==> config.mk <==
export PLATFORM = sky130hd
export DESIGN_NAME = hex_escape_decoder
export DESIGN_NICKNAME = d
export VERILOG_FILES = /design/src/hw/rtl/hed_pkg.sv /design/src/hw/rtl/hed_parse.sv /design/src/hw/rtl/hed_emit.sv /design/src/hw/rtl/hex_escape_decoder.sv
export SDC_FILE = /design/constraint.sdc
export NUM_CORES = 1
export LEC_CHECK = 0
export ABC_AREA = 0
export BUFFER_PORTS_ARGS = -buffer_cell sky130_fd_sc_hd__buf_4
export CORE_AREA = 3 3 97 99
export DETAILED_ROUTE_END_ITERATION = 6
export DIE_AREA = 0 0 100 102
export PLACE_DENSITY = 0.85
export SYNTH_ARGS = -nofsm -noshare
export SYNTH_HDL_FRONTEND = slang
export SYNTH_SLANG_ARGS = --single-unit
==> constraint.sdc <==
create_clock -name clk -period 5.75 [get_ports clk]
set_input_delay 0.575 -clock clk [delete_from_list [all_inputs] [get_ports clk]]
set_output_delay 0.575 -clock clk [all_outputs]
set_load 0.05 [all_outputs]
==> src/hw/rtl/hed_pkg.sv <==
// Shared types, character codes and digit helpers for the hex escape decoder.
package hed_pkg;

  localparam logic [7:0] CH_BSLASH = 8'h5C;
  localparam logic [7:0] CH_X_LO   = 8'h78;
  localparam logic [7:0] CH_X_UP   = 8'h58;
  localparam logic [7:0] CH_ZERO   = 8'h30;

  localparam int RES_MAX = 3;

  typedef logic [7:0]  char_t;
  typedef logic [15:0] word_t;

  // Results produced by one input beat; v[0] goes out first.
  typedef struct packed {
    logic [1:0]              n;
    logic [RES_MAX-1:0][15:0] v;
  } res_t;

  function automatic logic is_alnum(input char_t c);
    return (c >= 8'h30 && c <= 8'h39) || (c >= 8'h41 && c <= 8'h5A) ||
           (c >= 8'h61 && c <= 8'h7A);
  endfunction

  function automatic logic is_hex(input char_t c);
    return (c >= 8'h30 && c <= 8'h39) || (c >= 8'h41 && c <= 8'h46) ||
           (c >= 8'h61 && c <= 8'h66);
  endfunction

  function automatic logic [3:0] hex_nib(input char_t c);
    logic [7:0] t;
    t = 8'h00;
    if (c >= 8'h30 && c <= 8'h39) t = c - 8'h30;
    else if (c >= 8'h61 && c <= 8'h66) t = c - 8'h57;
    else if (c >= 8'h41 && c <= 8'h46) t = c - 8'h37;
    return t[3:0];
  endfunction

  function automatic word_t sext8(input char_t c);
    return {{8{c[7]}}, c};
  endfunction

  // Leading hex digits of the first k of up to four characters, after an optional 0x or 0X.
  function automatic word_t digits_value(input logic [3:0][7:0] d, input logic [2:0] k);
    logic       skip;
    logic       stop;
    logic [2:0] start;
    word_t      v;
    skip  = (k >= 3'd3) && (d[0] == CH_ZERO) && (d[1] == CH_X_LO || d[1] == CH_X_UP) &&
            is_hex(d[2]);
    start = skip ? 3'd2 : 3'd0;
    stop  = 1'b0;
    v     = '0;
    for (int i = 0; i < 4; i++) begin
      if (3'(i) >= start && 3'(i) < k && !stop) begin
        if (is_hex(d[i])) v = {v[11:0], hex_nib(d[i])};
        else stop = 1'b1;
      end
    end
    return v;
  endfunction

endpackage

==> src/hw/rtl/hed_parse.sv <==
// Escape parser: phase register, held digits and the per-beat result decode.
module hed_parse #(
  parameter int MAX_DIGITS = 4
) (
  input  logic           clk,
  input  logic           rst,
  input  logic           step,
  input  logic [7:0]     c,
  input  logic           eos,
  output hed_pkg::res_t  res
);

  localparam logic [2:0] PH_IDLE  = 3'd0;
  localparam logic [2:0] PH_SLASH = 3'd1;
  localparam logic [2:0] PH_DIG0  = 3'd2;
  localparam logic [2:0] PH_LAST  = 3'(2 + MAX_DIGITS - 1);
  localparam int HELD_DEPTH = (MAX_DIGITS > 1) ? MAX_DIGITS - 1 : 1;

  logic [2:0] phase, phase_next;
  logic [7:0] held_digits [HELD_DEPTH];
  logic       hold_wr;
  logic [2:0] held;
  logic [3:0][7:0] hd4, buf4;

  assign held = phase - PH_DIG0;

  always_comb begin
    hd4 = '0;
    for (int i = 0; i < HELD_DEPTH; i++) hd4[i] = held_digits[i];
    buf4 = hd4;
    for (int i = 0; i < 4; i++) begin
      if (3'(i) == held) buf4[i] = c;
    end
  end

  always_comb begin
    res        = '0;
    phase_next = phase;
    hold_wr    = 1'b0;
    if (phase == PH_SLASH) begin
      if (c == hed_pkg::CH_X_LO) begin
        phase_next = PH_DIG0;
      end else begin
        res.n      = 2'd2;
        res.v[0]   = hed_pkg::sext8(hed_pkg::CH_BSLASH);
        res.v[1]   = hed_pkg::sext8(c);
        phase_next = PH_IDLE;
      end
    end else if (phase >= PH_DIG0) begin
      if (hed_pkg::is_alnum(c)) begin
        if (({1'b0, held} + 4'd1) >= 4'(MAX_DIGITS)) begin
          res.n      = 2'd1;
          res.v[0]   = hed_pkg::digits_value(buf4, held + 3'd1);
          phase_next = PH_IDLE;
        end else begin
          hold_wr    = 1'b1;
          phase_next = phase + 3'd1;
        end
      end else if (held == 3'd0) begin
        // "\x" with no digit: give the characters back
        res.n      = 2'd3;
        res.v[0]   = hed_pkg::sext8(hed_pkg::CH_BSLASH);
        res.v[1]   = hed_pkg::sext8(hed_pkg::CH_X_LO);
        res.v[2]   = hed_pkg::sext8(c);
        phase_next = PH_IDLE;
      end else begin
        res.v[0] = hed_pkg::digits_value(hd4, held);
        if (c == hed_pkg::CH_BSLASH) begin
          res.n      = 2'd1;
          phase_next = PH_SLASH;
        end else begin
          res.n      = 2'd2;
          res.v[1]   = hed_pkg::sext8(c);
          phase_next = PH_IDLE;
        end
      end
    end else begin
      if (c == hed_pkg::CH_BSLASH) begin
        phase_next = PH_SLASH;
      end else begin
        res.n    = 2'd1;
        res.v[0] = hed_pkg::sext8(c);
      end
    end
    if (eos) phase_next = PH_IDLE;
  end

  always_ff @(posedge clk) begin
    if (rst) begin
      phase <= PH_IDLE;
    end else if (step) begin
      phase <= phase_next;
    end
  end

  always_ff @(posedge clk) begin
    for (int i = 0; i < HELD_DEPTH; i++) begin
      if (step && hold_wr && held == 3'(i)) held_digits[i] <= c;
    end
  end

`ifndef NO_ASSERTIONS
  a_phase_range: assert property (@(posedge clk) disable iff (rst) phase <= PH_LAST)
    else $error("phase out of range");
  a_eos_idle: assert property (@(posedge clk) disable iff (rst) (step && eos) |=> phase == PH_IDLE)
    else $error("phase not idle after end of string");
`endif

endmodule

==> src/hw/rtl/hed_emit.sv <==
// Result buffer: holds up to three results of one beat and sends them one per cycle while m_tready is high.
module hed_emit (
  input  logic           clk,
  input  logic           rst,
  input  logic           load,
  input  hed_pkg::res_t  res,
  output logic           can_load,
  output logic           m_tvalid,
  input  logic           m_tready,
  output logic [15:0]    m_tdata,   // [15:0] out_value
  output logic           m_tlast
);

  logic [1:0] rem;
  logic [hed_pkg::RES_MAX-1:0][15:0] vals;
  logic       take;

  assign m_tvalid = rem != 2'd0;
  assign take     = m_tvalid && m_tready;
  assign m_tdata  = vals[0];
  assign m_tlast  = rem == 2'd1;
  // Refill only once the last pending result leaves
  assign can_load = (rem == 2'd0) || (rem == 2'd1 && m_tready);

  always_ff @(posedge clk) begin
    if (rst) begin
      rem <= 2'd0;
    end else if (load) begin
      rem <= res.n;
    end else if (take) begin
      rem <= rem - 2'd1;
    end
  end

  always_ff @(posedge clk) begin
    if (load) begin
      vals <= res.v;
    end else if (take) begin
      vals <= {16'h0000, vals[hed_pkg::RES_MAX-1:1]};
    end
  end

`ifndef NO_ASSERTIONS
  a_load_empty: assert property (@(posedge clk) disable iff (rst)
      load |-> (rem == 2'd0 || (rem == 2'd1 && m_tready)))
    else $error("result buffer overwritten");
  a_rem_step: assert property (@(posedge clk) disable iff (rst)
      (take && !load) |=> rem == $past(rem) - 2'd1)
    else $error("result count inconsistent");
`endif

endmodule

==> src/hw/rtl/hex_escape_decoder.sv <==
// An accepted beat waits in the input register until the result buffer can take it.
// Throughput: one beat per cycle while m_tready is high and each beat yields at most
// one result; a beat with several results holds the parse stage until its last leaves.
// The three-entry result buffer and the input register set this rate.
// Reset (rst, synchronous) empties both registers and returns the parser to idle.
module hex_escape_decoder #(
  parameter int MAX_DIGITS = 4
) (
  input  logic        clk,
  input  logic        rst,
  input  logic        s_tvalid,
  output logic        s_tready,
  input  logic [7:0]  s_tdata,   // [7:0] char_code
  input  logic        s_tlast,   // end_of_string
  output logic        m_tvalid,
  input  logic        m_tready,
  output logic [15:0] m_tdata,   // [15:0] out_value
  output logic        m_tlast    // last_of_run
);

  logic          in_full;
  logic [7:0]    in_c;
  logic          in_eos;
  logic          can_load;
  logic          consume;
  logic          s_take;
  hed_pkg::res_t res;

  assign consume  = in_full && can_load;
  assign s_tready = !in_full || consume;
  assign s_take   = s_tvalid && s_tready;

  always_ff @(posedge clk) begin
    if (rst) begin
      in_full <= 1'b0;
    end else if (s_take) begin
      in_full <= 1'b1;
    end else if (consume) begin
      in_full <= 1'b0;
    end
  end

  always_ff @(posedge clk) begin
    if (s_take) begin
      in_c   <= s_tdata;
      in_eos <= s_tlast;
    end
  end

  hed_parse #(.MAX_DIGITS(MAX_DIGITS)) u_parse (
    .clk  (clk),
    .rst  (rst),
    .step (consume),
    .c    (in_c),
    .eos  (in_eos),
    .res  (res)
  );

  hed_emit u_emit (
    .clk      (clk),
    .rst      (rst),
    .load     (consume),
    .res      (res),
    .can_load (can_load),
    .m_tvalid (m_tvalid),
    .m_tready (m_tready),
    .m_tdata  (m_tdata),
    .m_tlast  (m_tlast)
  );

`ifndef NO_ASSERTIONS
  a_stall_full: assert property (@(posedge clk) disable iff (rst) !s_tready |-> in_full)
    else $error("input stalled while register empty");
  a_hold_item: assert property (@(posedge clk) disable iff (rst)
      (in_full && !consume) |=> (in_full && $stable(in_c) && $stable(in_eos)))
    else $error("pending beat lost");
`endif

endmodule
# Word level (Yosys, flattened, before mapping)
# Memory sizes are Yosys's and may differ from the RTL's.
# Cells that the tools add are included.
classes:
  addsub: 26
  n_mul: 0
  div: 0
  order_cmp: 66
  n_eq_ne: 15
  shift: 0
  n_mux: 121
  n_bitwise: 0
  n_reduce_logical: 85
ops:
  columns: ["op", "n"]
  rows:
  - ["two-way mux 16 bit", 18]
  - ["two-way mux 32 bit", 5]
  - [">= comparator 8 x 7 -> 1 bit (second input constant)", 16]
  - ["<= comparator 8 x 7 -> 1 bit (second input constant)", 16]
  - ["two-way mux 48 bit", 2]
  - ["two-way mux 4 bit", 23]
  - [">= comparator 8 x 6 -> 1 bit (second input constant)", 8]
  - ["<= comparator 8 x 6 -> 1 bit (second input constant)", 8]
  - ["subtractor 4 x 3 -> 4 bit (second input constant)", 14]
  - ["logical AND 1 bit", 50]
  - ["== test 8 x 7 -> 1 bit (second input constant)", 6]
  - ["two-way mux 1 bit", 48]
  - ["two-way mux 8 bit", 6]
  - ["subtractor 4 x 1 -> 4 bit (second input constant)", 7]
  - ["two-way mux 2 bit", 13]
  - ["logical OR 1 bit", 20]
  - ["two-way mux 3 bit", 6]
  - ["== test 8 x 6 -> 1 bit (second input constant)", 2]
  - ["OR reduction 8 bit", 2]
  - [">= comparator 1 x 3 -> 1 bit (first input constant)", 4]
  - ["< comparator 1 x 3 -> 1 bit (first input constant)", 4]
  - [">= comparator 2 x 3 -> 1 bit (first input constant)", 3]
  - [">= comparator 3 x 2 -> 1 bit (second input constant)", 3]
  - ["< comparator 2 x 3 -> 1 bit (first input constant)", 3]
  - ["other kinds (16)", 26]
word_totals:
  ff_bits: 63
  latchBits: 0
  mem_bits_rw: 24
  rom_bits: 0
  in_bits: 13
  out_inout_bits: 19
  word_cells: 322
  memories: 1
mem_list:
  columns: ["name", "depth", "width", "rd", "rd_clocked_by_memory_dff", "wr", "line", "source"]
  rows:
  - ["u_parse.held_digits", 3, 8, 3, 0, 1, "hed_parse.sv:20", "logic [7:0] held_digits [HELD_DEPTH];"]

# Logic depth before layout (Yosys ltp)
# Gate-level depths: netlist (run 1).
depth:
  depth_word: 38
  mapped_depth: 19
  mapped_depth_nobuf: 16

# Cells and area by module
# Synthesis (run 1) repeated with hierarchy kept, for this count alone.
unflattened:
  cells_unflattened: 697
  area_unflattened_um2: 6969.2
by_module_without_submodules:
  columns: ["module", "instances", "cells_per_inst", "area_each_um2", "seq_area_each_um2"]
  rows:
  - ["hed_parse", 1, 545, 4285.4, 780.7]
  - ["hed_emit", 1, 137, 2351.0, 1481.4]
  - ["hex_escape_decoder", 1, 15, 332.8, 290.3]

# Least setup slack after synthesis (run 1)
# OpenSTA, ideal clock, no wires.
synth_path:
  kind: "reg2reg"
  start: "register u_parse.phase[1]"
  end: "register u_emit.vals, in the netlist u_emit.m_tdata[0], data pin"
  setup_ps: 180
  arrival_ps: 3668
  required_time_ps: 5570
  path_slack_ps: 1902
  stages_incl_launch_ff: 19
  n_path_buf: 4
  synth_period_minus_slack_ps: 3848
  cell_sequence: "dfxtp_1 > inv_1 > ha_1 > buf_4 > nand2_1 > clkbuf_1 > mux2i_1 > inv_1 > ha_1 > nor2_1 > o31ai_1 > a32oi_1 > a21boi_1 > and4bb_1 > buf_4 > buf_4 > a21oi_1 > o21ai_1 > a221oi_1"
synth_via:
  elab_chain_len: 38
  elab_cells_between_ends: 175
  classes_between: "15 x add/sub; 42 x order compare; 7 x eq/ne; 66 x mux; 45 x reduce/logical"
synth_lines:
  columns: ["element", "line", "source"]
  rows:
  - ["from (decl)", "hed_parse.sv:19", "logic [2:0] phase, phase_next;"]
  - ["from (signal assigned)", "hed_parse.sv:92", "phase <= phase_next;"]
  - ["subtractor 3 x 2 -> 3 bit", "hed_parse.sv:25", "assign held = phase - PH_DIG0;"]
  - ["== test 2 x 3 -> 1 bit", "hed_parse.sv:32", "if (3'(i) == held) buf4[i] = c;"]
  - ["two-way mux 8 bit", "hed_parse.sv:32", null]
  - [">= comparator 8 x 6 -> 1 bit, or another cell as far along", "hed_pkg.sv:26, hed_pkg.sv:33", null]
  - ["logical AND 1 bit, on equally long branches", "hed_pkg.sv:26, hed_pkg.sv:33, hed_pkg.sv:35", null]
  - ["logical OR 1 bit (2 in series)", "hed_pkg.sv:26", "return (c >= 8'h30 && c <= 8'h39) || (c >= 8'h41 && c <= 8'h46) ||"]
  - ["logical AND 1 bit", "hed_pkg.sv:49", "skip = (k >= 3'd3) && (d[0] == CH_ZERO) && (d[1] == CH_X_LO || d[1] == CH_X_UP) &&"]
  - ["two-way mux 2 bit", "hed_pkg.sv:51", "start = skip ? 3'd2 : 3'd0;"]
  - ["[21 not listed]", null, null]
  - ["logical NOT 1 bit", "hed_pkg.sv:55", "if (3'(i) >= start && 3'(i) < k && !stop) begin"]
  - ["logical AND 1 bit", "hed_pkg.sv:55", null]
  - ["two-way mux 16 bit", "hed_pkg.sv:55", null]
  - ["two-way mux 16 bit", "hed_parse.sv:51", "if (({1'b0, held} + 4'd1) >= 4'(MAX_DIGITS)) begin"]
  - ["two-way mux 16 bit", "hed_parse.sv:50", "if (hed_pkg::is_alnum(c)) begin"]
  - ["two-way mux 16 bit", "hed_parse.sv:49", "end else if (phase >= PH_DIG0) begin"]
  - ["two-way mux 32 bit (*)", "hed_parse.sv:40", "if (phase == PH_SLASH) begin"]
  - ["two-way mux 48 bit (*)", "hed_emit.sv:36", "if (load) begin"]
  - ["to (signal assigned)", "hed_emit.sv:37", "vals <= res.v;"]
  - ["to (signal assigned)", "hed_emit.sv:39", "vals <= {16'h0000, vals[hed_pkg::RES_MAX-1:1]};"]
  - ["to (decl)", "hed_emit.sv:15", "logic [hed_pkg::RES_MAX-1:0][15:0] vals;"]
# Every way passes the cells marked *; elsewhere a longest branch is shown, timed or not. The select of a mux whose other input is x is not followed.
# A chain may end at the register's enable or synchronous reset.

# Worst setup path after layout (run 1)
layout_path:
  start: "register u_parse.phase[1]"
  end: "register u_emit.vals, in the netlist u_emit.m_tdata[5], data pin"
# The elaborated chain is that of the path after synthesis.

==> results by group, run 1 <==
Yosys
  – Cell type with the highest aggregate area in the netlist: edfxtp_1
  – #FFs+latches synth: 71
  – Leading cell type by number of instances after synthesis: edfxtp_1
  – Syn Std Cell Area: 5750 um2
  – Area fraction in compound gates after synthesis: 0.222
  – Adder and majority gate portion of the synthesized area: 0.0805
  – Avg Cell Area, Syn: 9.13 um2
  – Primary FF master, synth: edfxtp_1
  – Share of synthesized flip-flops with an asynchronous set or reset: 0
  – Number of synthesized flops with an enable pin: 65
  – Post-synthesis sequential area ratio: 0.360
  – Number of distinct library cell variants in the gate-level netlist after synthesis: 84
  – Main combinational cell family by area after synthesis: compound AO/OA/AOI/OAI gates
  – Cell types occupying the most area after synthesis: edfxtp_1 (34%), ha_1 (8.0%), a21oi_1 (3.8%), nand2_1 (3.7%), mux2i_1 (3.5%)
  – Cell count after synthesis: 630
  – Fraction of synthesized area in multiplexers: 0.0485
  – Simple logic cell fraction of the synthesized area: 0.203
  – Yosys warns: 0
  – XOR/XNOR Fraction of Synth Area: 0.0198
  – Post-synth top area share: 0.339
  – Most instantiated cells after synthesis: edfxtp_1 (65), nand2_1 (56), nor2_1 (53)
  – Synthesized netlist net count: 680

Setup path
  – Data required time of the worst path: 5.85 ns
  – Standard cell with the maximum stage delay on the critical path: and4bb_1
  – Highest net fanout along the worst path: 18
  – Worst path arrival time: 4.98 ns
  – Kind of start point of the critical path: register
  – Type of the worst setup path: reg -> reg
  – CP peak stage delay: 0.68 ns
  – Type of destination of the critical path: register
  – Number of buffers and inverters on the critical path: 2
  – CP top delay family: simple AND/OR/NAND/NOR gates
  – CP Cell Sequence: inv_1, ha_1, and2_1, nand2_1, o21ai_0, inv_1, ha_1, nor4b_1, nor3_1, o311ai_0, a32o_1, and4bb_1, mux2i_1, a21oi_1, or3_1

Power
  – Highest ir drop seen on vdd: 0.000228 V
  – Power density over the cells: 264 nW/um2
  – Static power due to leakage: 2.34 nW

Detailed routing
  – Routed Wire Length: 16200 um
  – Avg WL per Cell: 21.9 um
  – DRC marker count from the first detailed-route iteration: 655
  – Vias per cell: 7.00
  – Vias: 5177
  – Number of nets with antenna violations after detailed routing: 0
  – Number of iterations in the first detailed-routing pass: 7
  – DRC viols: 1

Global route
  – Vias in the first global route: 4762
  – Antenna violations before repair: 0
  – Pin count of the biggest net entering global routing: 33
  – Wire length of the first global-routing pass: 25300 um
  – Remaining Overflow, GRT: 0
  – Total Routing Usage GR: 0.322

Clocking
  – H-tree Lvls: 3
  – Number of CTS-inserted buffers: 9
  – Clock sink total: 71
  – CTS max path bufs: 2
  – Post-CTS sizing: 0
  – Post-cts hold buffer count: 0
  – Clock tree from TritonCTS: built
  – CTS clock-pin slew for the worst setup and hold paths: 0.09 ns
  – # Post-CTS Setup Buffers: 0
  – Library cell used as clock root buffer: clkbuf_8
  – Insertion delay of the later-clocked pin in the worst-skew pair: 0.37 ns

Timing
  – Time the worst path needs with I/O delays and setup: 4.87 ns
  – Final setup violation count: 0
  – Final max-slew violation count: 0
  – Maximum operating frequency: 205 MHz
  – Ratio of final minimum period to clock period: 0.847
  – Setup repair after global routing missed its margin: no
  – Slew of the pin with the lowest slew margin: 1.15 ns
  – Setup Skew: 0.0183 ns
  – Total count of hold-check failures in the final report: 0
  – Total negative slack for setup checks: 0 ns
  – Slew Limit Headroom: 0.231

Placed design
  – Number of cells in the design after placement: 724
  – GP Congestion: 1.01
  – Port Buffer Count: 31
  – DP Wirelength: 11600 um

Floorplanning
  – Ports placed on the boundary: 32
  – Die Ht: 102 um
  – Effective utilization at floorplan: 0.666
  – Die X: 100 um
  – Area of the die: 10200 um2
  – Cell row count: 34
  – Core outline area: 8640 um2

Final layout
  – Non-filler instance count after layout: 740
  – Share of cells above drive strength 1: 0.114
  – Area growth from synthesis to layout: 6.26%
  – Filler cell count in the final layout: 658
  – Antenna Diode Count: 0
  – Number of nets in the finished design: 677

Run status
  – Run status: finished with violations
  – Violations in the final reports: design-rule violations

Hold path
  – Type of the most critical hold path: in -> reg

Job
  – Reported max-cap violation count: 0
## logic make-up after synthesis
logic type      after synthesis
simple gates                220
compound gates              185
buf+inv                      77
flops                        71
fa+ha+maj                    37
mux                          27
xor+xnor                     13
## worst register-to-register path: stages, from the launching register on
cell	delay, ns
dfxtp_1	0.43
inv_1	0.14
ha_1	0.66
and2_1	0.46
nand2_1	0.09
o21ai_0	0.22
inv_1	0.13
ha_1	0.27
nor4b_1	0.16
nor3_1	0.25
o311ai_0	0.17
a32o_1	0.27
and4bb_1	0.68
mux2i_1	0.29
a21oi_1	0.08
or3_1	0.30
## layout make-up
| type | instances | area, um2 | share of cell area |
|---|---|---|---|
| Multi-Input combinational cell | 482 | 3300 | 0.540 |
| Sequential cell | 71 | 2070 | 0.339 |
| Timing Repair Buffer | 33 | 248 | 0.0405 |
| Tap cell | 108 | 135 | 0.0221 |
| Clock buffer | 10 | 128 | 0.0209 |
| Clock inverter | 6 | 115 | 0.0188 |
| Inverter | 30 | 113 | 0.0184 |
## registers in the layout, summed over array words and instances (netlist names)
register / count
in_full: 1
u_emit.rem: 2
in_c: 8
u_emit.vals: 16
u_parse.phase: 3
in_eos: 1
u_parse.held_digits: 24
u_emit.m_tdata: 16
## metrics by stage
stage / hold slack (ns) / utilization / cell area (um2) / setup WS [ns] / power [mW]
2_1_floorplan: 0.457 / - / 5750 / 1.90 / 1.02
3_3_place_gp: 0.474 / 0.680 / 5870 / 1.26 / 1.10
3_5_place_dp: 0.485 / 0.680 / 5870 / 1.03 / 1.11
4_1_cts: 0.390 / 0.708 / 6110 / 0.991 / 1.61
5_1_grt: 0.382 / 0.708 / 6110 / 0.640 / 1.66
6_report: 0.392 / 0.708 / 6110 / 0.879 / 1.61
## routing by layer
layer / up-vias / global-route usage / share of wire
met5: - / 0 / 0
met4: 0 / 0.166 / 0.047
met3: 77 / 0.0573 / 0.11
met2: 353 / 0.516 / 0.45
met1: 2411 / 0.421 / 0.39
li1: 2336 / - / -
## final timing paths
check | from | to | slack, ns | cells after the start
worst max-delay path | u_parse.phase[1] | u_emit.m_tdata[5] | 0.88 | 15
worst min-delay path | s_tlast | in_eos | 0.39 | 1
worst max register to register | u_parse.phase[1] | u_emit.m_tdata[5] | 0.88 | 15
worst min register to register | u_emit.rem[1] | u_emit.rem[1] | 0.51 | 2
## cells in the final DEF (no fill, tap or decap), types with 4 or more instances in the layout
cell      synthesis  routed
edfxtp_1         65      65
nand2_1          56      56
nor2_1           53      53
a21oi_1          44      44
ha_1             37      37
buf_4            20      33
inv_1            30      30
o21ai_0          27      27
mux2i_1          20      20
nand3_1          19      19
and2_1           16      16
a31oi_1          13      13
nor3_1           13      13
xnor2_1          12      12
clkbuf_8          0       9
and3_1            8       8
o21ai_1           8       8
mux2_2            7       7
a211oi_1          7       7
o31ai_1           7       7
nand2b_1          6       6
o211ai_1          6       6
o21a_1            6       6
dfxtp_1           6       6
nor4b_1           5       5
a21boi_1          5       5
a21o_1            5       5
o22ai_1           5       5
nor2b_1           4       4
o21bai_1          4       4
nand4_1           4       4
a221oi_1          4       4
nor3b_1           4       4
a221o_1           4       4
nor4_1            4       4
## power breakdown
group	internal, mW	switching, mW	total (mW)
Combinational	0.118	0.272	0.390
Clock	0.292	0.221	0.513
Sequential	0.658	0.0513	0.710
Total	1.07	0.544	1.61
Note: power is estimated with default switching activity, not from simulation.
==> run 2, diff against run 1 <==
--- a/config.mk
+++ b/config.mk
@@ -5,12 +5,12 @@
 export SDC_FILE = /design/constraint.sdc
 export NUM_CORES = 1
 export LEC_CHECK = 0
-export ABC_AREA = 0
+export ABC_AREA = 1
 export BUFFER_PORTS_ARGS = -buffer_cell sky130_fd_sc_hd__buf_4
-export CORE_AREA = 3 3 97 99
+export CORE_AREA = 3 3 108 110
 export DETAILED_ROUTE_END_ITERATION = 6
-export DIE_AREA = 0 0 100 102
-export PLACE_DENSITY = 0.85
+export DIE_AREA = 0 0 111 113
+export PLACE_DENSITY = 0.77
 export SYNTH_ARGS = -nofsm -noshare
 export SYNTH_HDL_FRONTEND = slang
 export SYNTH_SLANG_ARGS = --single-unit
==> constraint.sdc (replaced) <==
create_clock -name clk -period 4.3 [get_ports clk]
set_input_delay 0.43 -clock clk [delete_from_list [all_inputs] [get_ports clk]]
set_output_delay 0.43 -clock clk [all_outputs]
set_load 0.05 [all_outputs]
==> run 2 against run 1 <==
Net effect: the flow now finishes without violations; non-clock buffer count increased by 7; area after synthesis up 6.7%; power grew 67%; clock skew is 0.0068 ns lower; global-route usage shrank 5.9 points; clock power up 16%; highest routed layer unchanged; count of clock-buffer cells in the layout fell by 1; register-to-register slack lost 0.45 ns; final area is 7.8% higher; largest cell class unchanged; synthesized cell count rose by 35%; largest power group unchanged; combinational power grew to 2.5 times the previous value; hold slack worse by 0.15 ns.
==> results by group, run 2 <==
Run status
  – Run status: finished clean (was finished with violations)

Job
  – Reported max-cap violation count: 0 (unchanged)

Clocking
  – CTS max path bufs: 2 (unchanged)
  – Number of CTS-inserted buffers: 9 (unchanged)
  – CTS clock-pin slew for the worst setup and hold paths: 0.09 ns (about the same)
  – Clock tree from TritonCTS: built (unchanged)
  – Post-cts hold buffer count: 0 (unchanged)
  – # Post-CTS Setup Buffers: 0 (unchanged)
  – H-tree Lvls: 3 (unchanged)
  – Post-CTS sizing: 0 (unchanged)
  – Clock sink total: 71 (unchanged)
  – Library cell used as clock root buffer: clkbuf_8 (unchanged)
  – Insertion delay of the later-clocked pin in the worst-skew pair: 0.36 ns (was 0.37 ns)

Setup path
  – CP top delay family: simple AND/OR/NAND/NOR gates (unchanged)
  – Data required time of the worst path: 4.41 ns (was 5.85 ns)
  – Worst path arrival time: 3.97 ns (was 4.98 ns)
  – CP peak stage delay: 0.59 ns (was 0.68 ns)
  – Standard cell with the maximum stage delay on the critical path: ha_2 (was and4bb_1)
  – Type of the worst setup path: reg -> reg (unchanged)
  – Kind of start point of the critical path: register (unchanged)
  – Type of destination of the critical path: register (unchanged)
  – Highest net fanout along the worst path: 19 (was 18)
  – CP Cell Sequence: inv_1, ha_2, nand2_4, nand2_2, nand2_2, inv_1, ha_1, nor2_1, o21ai_0, inv_1, nor2_4, nor2_1, nand2_1, nand2_1, a21oi_4, nand2_8, nor2_2, nand3_1, o211ai_1, nand3_1 (was inv_1, ha_1, and2_1, nand2_1, o21ai_0, inv_1, ha_1, nor4b_1, nor3_1, o311ai_0, a32o_1, and4bb_1, mux2i_1, a21oi_1, or3_1)
  – Most used cell, CP: inv_1
  – Number of buffers and inverters on the critical path: 3 (was 2)

Final layout
  – Number of nets in the finished design: 918 (was 677)
  – Max reg flops: 24 (unchanged)
  – Leading cell types in the layout, fill and taps excluded: nand2_1 (255), inv_1 (96), nor2_1 (95), edfxtp_1 (65), nand3_1 (56) (was edfxtp_1 (65), nand2_1 (56), nor2_1 (53), a21oi_1 (44), ha_1 (37))
  – Antenna Diode Count: 0 (unchanged)
  – Area growth from synthesis to layout: 7.44% (was 6.26%)
  – Filler cell count in the final layout: 1014 (was 658)
  – Most common cell after layout, fill and taps aside: nand2_1 (was edfxtp_1)
  – Largest register by flop count: u_parse.held_digits (unchanged)
  – Share of cells above drive strength 1: 0.118 (was 0.114)

Floorplanning
  – Ports placed on the boundary: 32 (unchanged)
  – Core outline area: 10800 um2 (was 8640 um2)
  – Cell row count: 38 (was 34)
  – Effective utilization at floorplan: 0.569 (was 0.666)
  – Die X: 111 um (was 100 um)
  – Die Ht: 113 um (was 102 um)
  – Area of the die: 12500 um2 (was 10200 um2)

Timing
  – Total negative slack for setup checks: 0 ns (unchanged)
  – Slew Limit Headroom: 0.369 (was 0.231)
  – Final max-slew violation count: 0 (unchanged)
  – Slew of the pin with the lowest slew margin: 0.937 ns (was 1.15 ns)
  – Setup Skew: 0.0115 ns (was 0.0183 ns)
  – Total count of hold-check failures in the final report: 0 (unchanged)
  – Setup repair after global routing missed its margin: no (unchanged)
  – Maximum operating frequency: 259 MHz (was 205 MHz)
  – Ratio of final minimum period to clock period: 0.899 (was 0.847)
  – Hold Worst Slack: 0.241 ns (was 0.392 ns)
  – Time the worst path needs with I/O delays and setup: 3.87 ns (was 4.87 ns)
  – Final setup violation count: 0 (unchanged)

Global route
  – Pin count of the biggest net entering global routing: 34 (was 33)
  – Vias in the first global route: 5377 (was 4762)
  – Antenna violations before repair: 0 (unchanged)
  – Remaining Overflow, GRT: 0 (unchanged)
  – Total Routing Usage GR: 0.263 (was 0.322)
  – Wire length of the first global-routing pass: 26500 um (was 25300 um)

Yosys
  – Cell type with the highest aggregate area in the netlist: edfxtp_1 (unchanged)
  – Post-synth top area share: 0.318 (was 0.339)
  – Avg Cell Area, Syn: 7.22 um2 (was 9.13 um2)
  – Syn Std Cell Area: 6140 um2 (was 5750 um2)
  – Most instantiated cells after synthesis: nand2_1 (255), inv_1 (96), nor2_1 (95) (was edfxtp_1 (65), nand2_1 (56), nor2_1 (53))
  – Cell types occupying the most area after synthesis: edfxtp_1 (32%), nand2_1 (16%), ha_1 (7.5%), inv_1 (5.9%), nor2_1 (5.8%) (was edfxtp_1 (34%), ha_1 (8.0%), a21oi_1 (3.8%), nand2_1 (3.7%), mux2i_1 (3.5%))
  – Post-synthesis sequential area ratio: 0.338 (was 0.360)
  – Share of synthesized flip-flops with an asynchronous set or reset: 0 (unchanged)
  – Synthesized netlist net count: 900 (was 680)
  – Cell count after synthesis: 850 (was 630)
  – Number of distinct library cell variants in the gate-level netlist after synthesis: 52 (was 84)
  – Primary FF master, synth: edfxtp_1 (unchanged)
  – #FFs+latches synth: 71 (unchanged)
  – Yosys warns: 0 (unchanged)
  – Leading cell type by number of instances after synthesis: nand2_1 (was edfxtp_1)
  – Number of synthesized flops with an enable pin: 65 (unchanged)

Detailed routing
  – Number of nets with antenna violations after detailed routing: 0 (unchanged)
  – Routed Wire Length: 16200 um (about the same)
  – Number of iterations in the first detailed-routing pass: 7 (unchanged)
  – DRC marker count from the first detailed-route iteration: 530 (was 655)
  – Vias per cell: 5.62 (was 7.00)
  – DRC viols: 0 (was 1)
  – Vias: 5693 (was 5177)
  – Avg WL per Cell: 16.0 um (was 21.9 um)

Power
  – Power density over the cells: 408 nW/um2 (was 264 nW/um2)
  – Static power due to leakage: 3.01 nW (was 2.34 nW)
  – Highest ir drop seen on vdd: 0.000548 V (was 0.000228 V)

Hold path
  – Type of the most critical hold path: in -> reg (unchanged)

Placed design
  – DP Wirelength: 12300 um (was 11600 um)
  – GP Congestion: 0.974 (was 1.01)
  – Port Buffer Count: 31 (unchanged)
## run 2: cell types whose count changed after synthesis, sizes merged, moves of 13 or more
cell	before	now
o21ai	35	61
nand3	19	61
nor2	53	101
xor2	1	19
inv	30	104
a21oi	45	32
and2	17	0
nand4	4	19
nand2	58	268
mux2i	20	3
## run 2: layout make-up
cell class | count | area [um2] | area share
Inverter | 105 | 399 | 0.0605
Multi-Input combinational cell | 641 | 3430 | 0.520
Sequential cell | 71 | 2070 | 0.314
Clock inverter | 7 | 93.8 | 0.0142
Tap cell | 140 | 175 | 0.0266
Timing Repair Buffer | 40 | 300 | 0.0455
Clock buffer | 9 | 124 | 0.0188
## run 2: where the power goes
| part | switching [mW] | internal [mW] |
|---|---|---|
| clock network | 0.269 | 0.327 |
| registers | 0.0768 | 1.03 |
| logic | 0.725 | 0.261 |
## run 2: path summary, 6_finish.rpt
check	depth (start not counted)	end	slack (ns)	from
max	20	u_emit.m_tdata[6]	0.43	u_parse.phase[1]
min	1	in_c[7]	0.24	s_tdata[7]
max reg2reg	20	u_emit.m_tdata[6]	0.43	u_parse.phase[1]
min reg2reg	2	u_emit.rem[1]	0.47	u_emit.rem[1]
## run 2: worst reg2reg max path: cells and delay by family (launching register included)
kind            cells  cell delay, ns
compound gates      3            0.56
flops               1            0.40
fa+ha+maj           2            0.78
buf+inv             3            0.36
simple gates       12            1.51
## run 2: cell families after synthesis
kind of cell    after synthesis  share of synthesized area
compound gates              113                      0.111
xor+xnor                     19                     0.0271
fa+ha+maj                    37                     0.0754
buf+inv                     138                      0.104
flops                        71                      0.338
mux                           3                    0.00489
simple gates                469                      0.340
## run 2: metal layers
metal | global-route usage | wire, um | vias to the layer above
met1 | 0.353 | 7080 | 2571
met2 | 0.416 | 7150 | 266
li1 | - | - | 2806
met4 | 0.123 | 655 | 0
met3 | 0.0444 | 1270 | 50
met5 | 0 | 0 | -
## run 2: per-stage QoR
stage	power [mW]	util	setup WS (ns)	cell area, um2	std cells
floorplan	1.90	-	1.15	6140	850
CTS	2.69	0.611	0.272	6590	1013
detailed placement	2.10	0.590	0.337	6370	997
finish	2.69	0.611	0.433	6590	1013
global route	2.82	0.611	0.107	6590	1013
global placement	2.09	0.590	0.372	6370	997
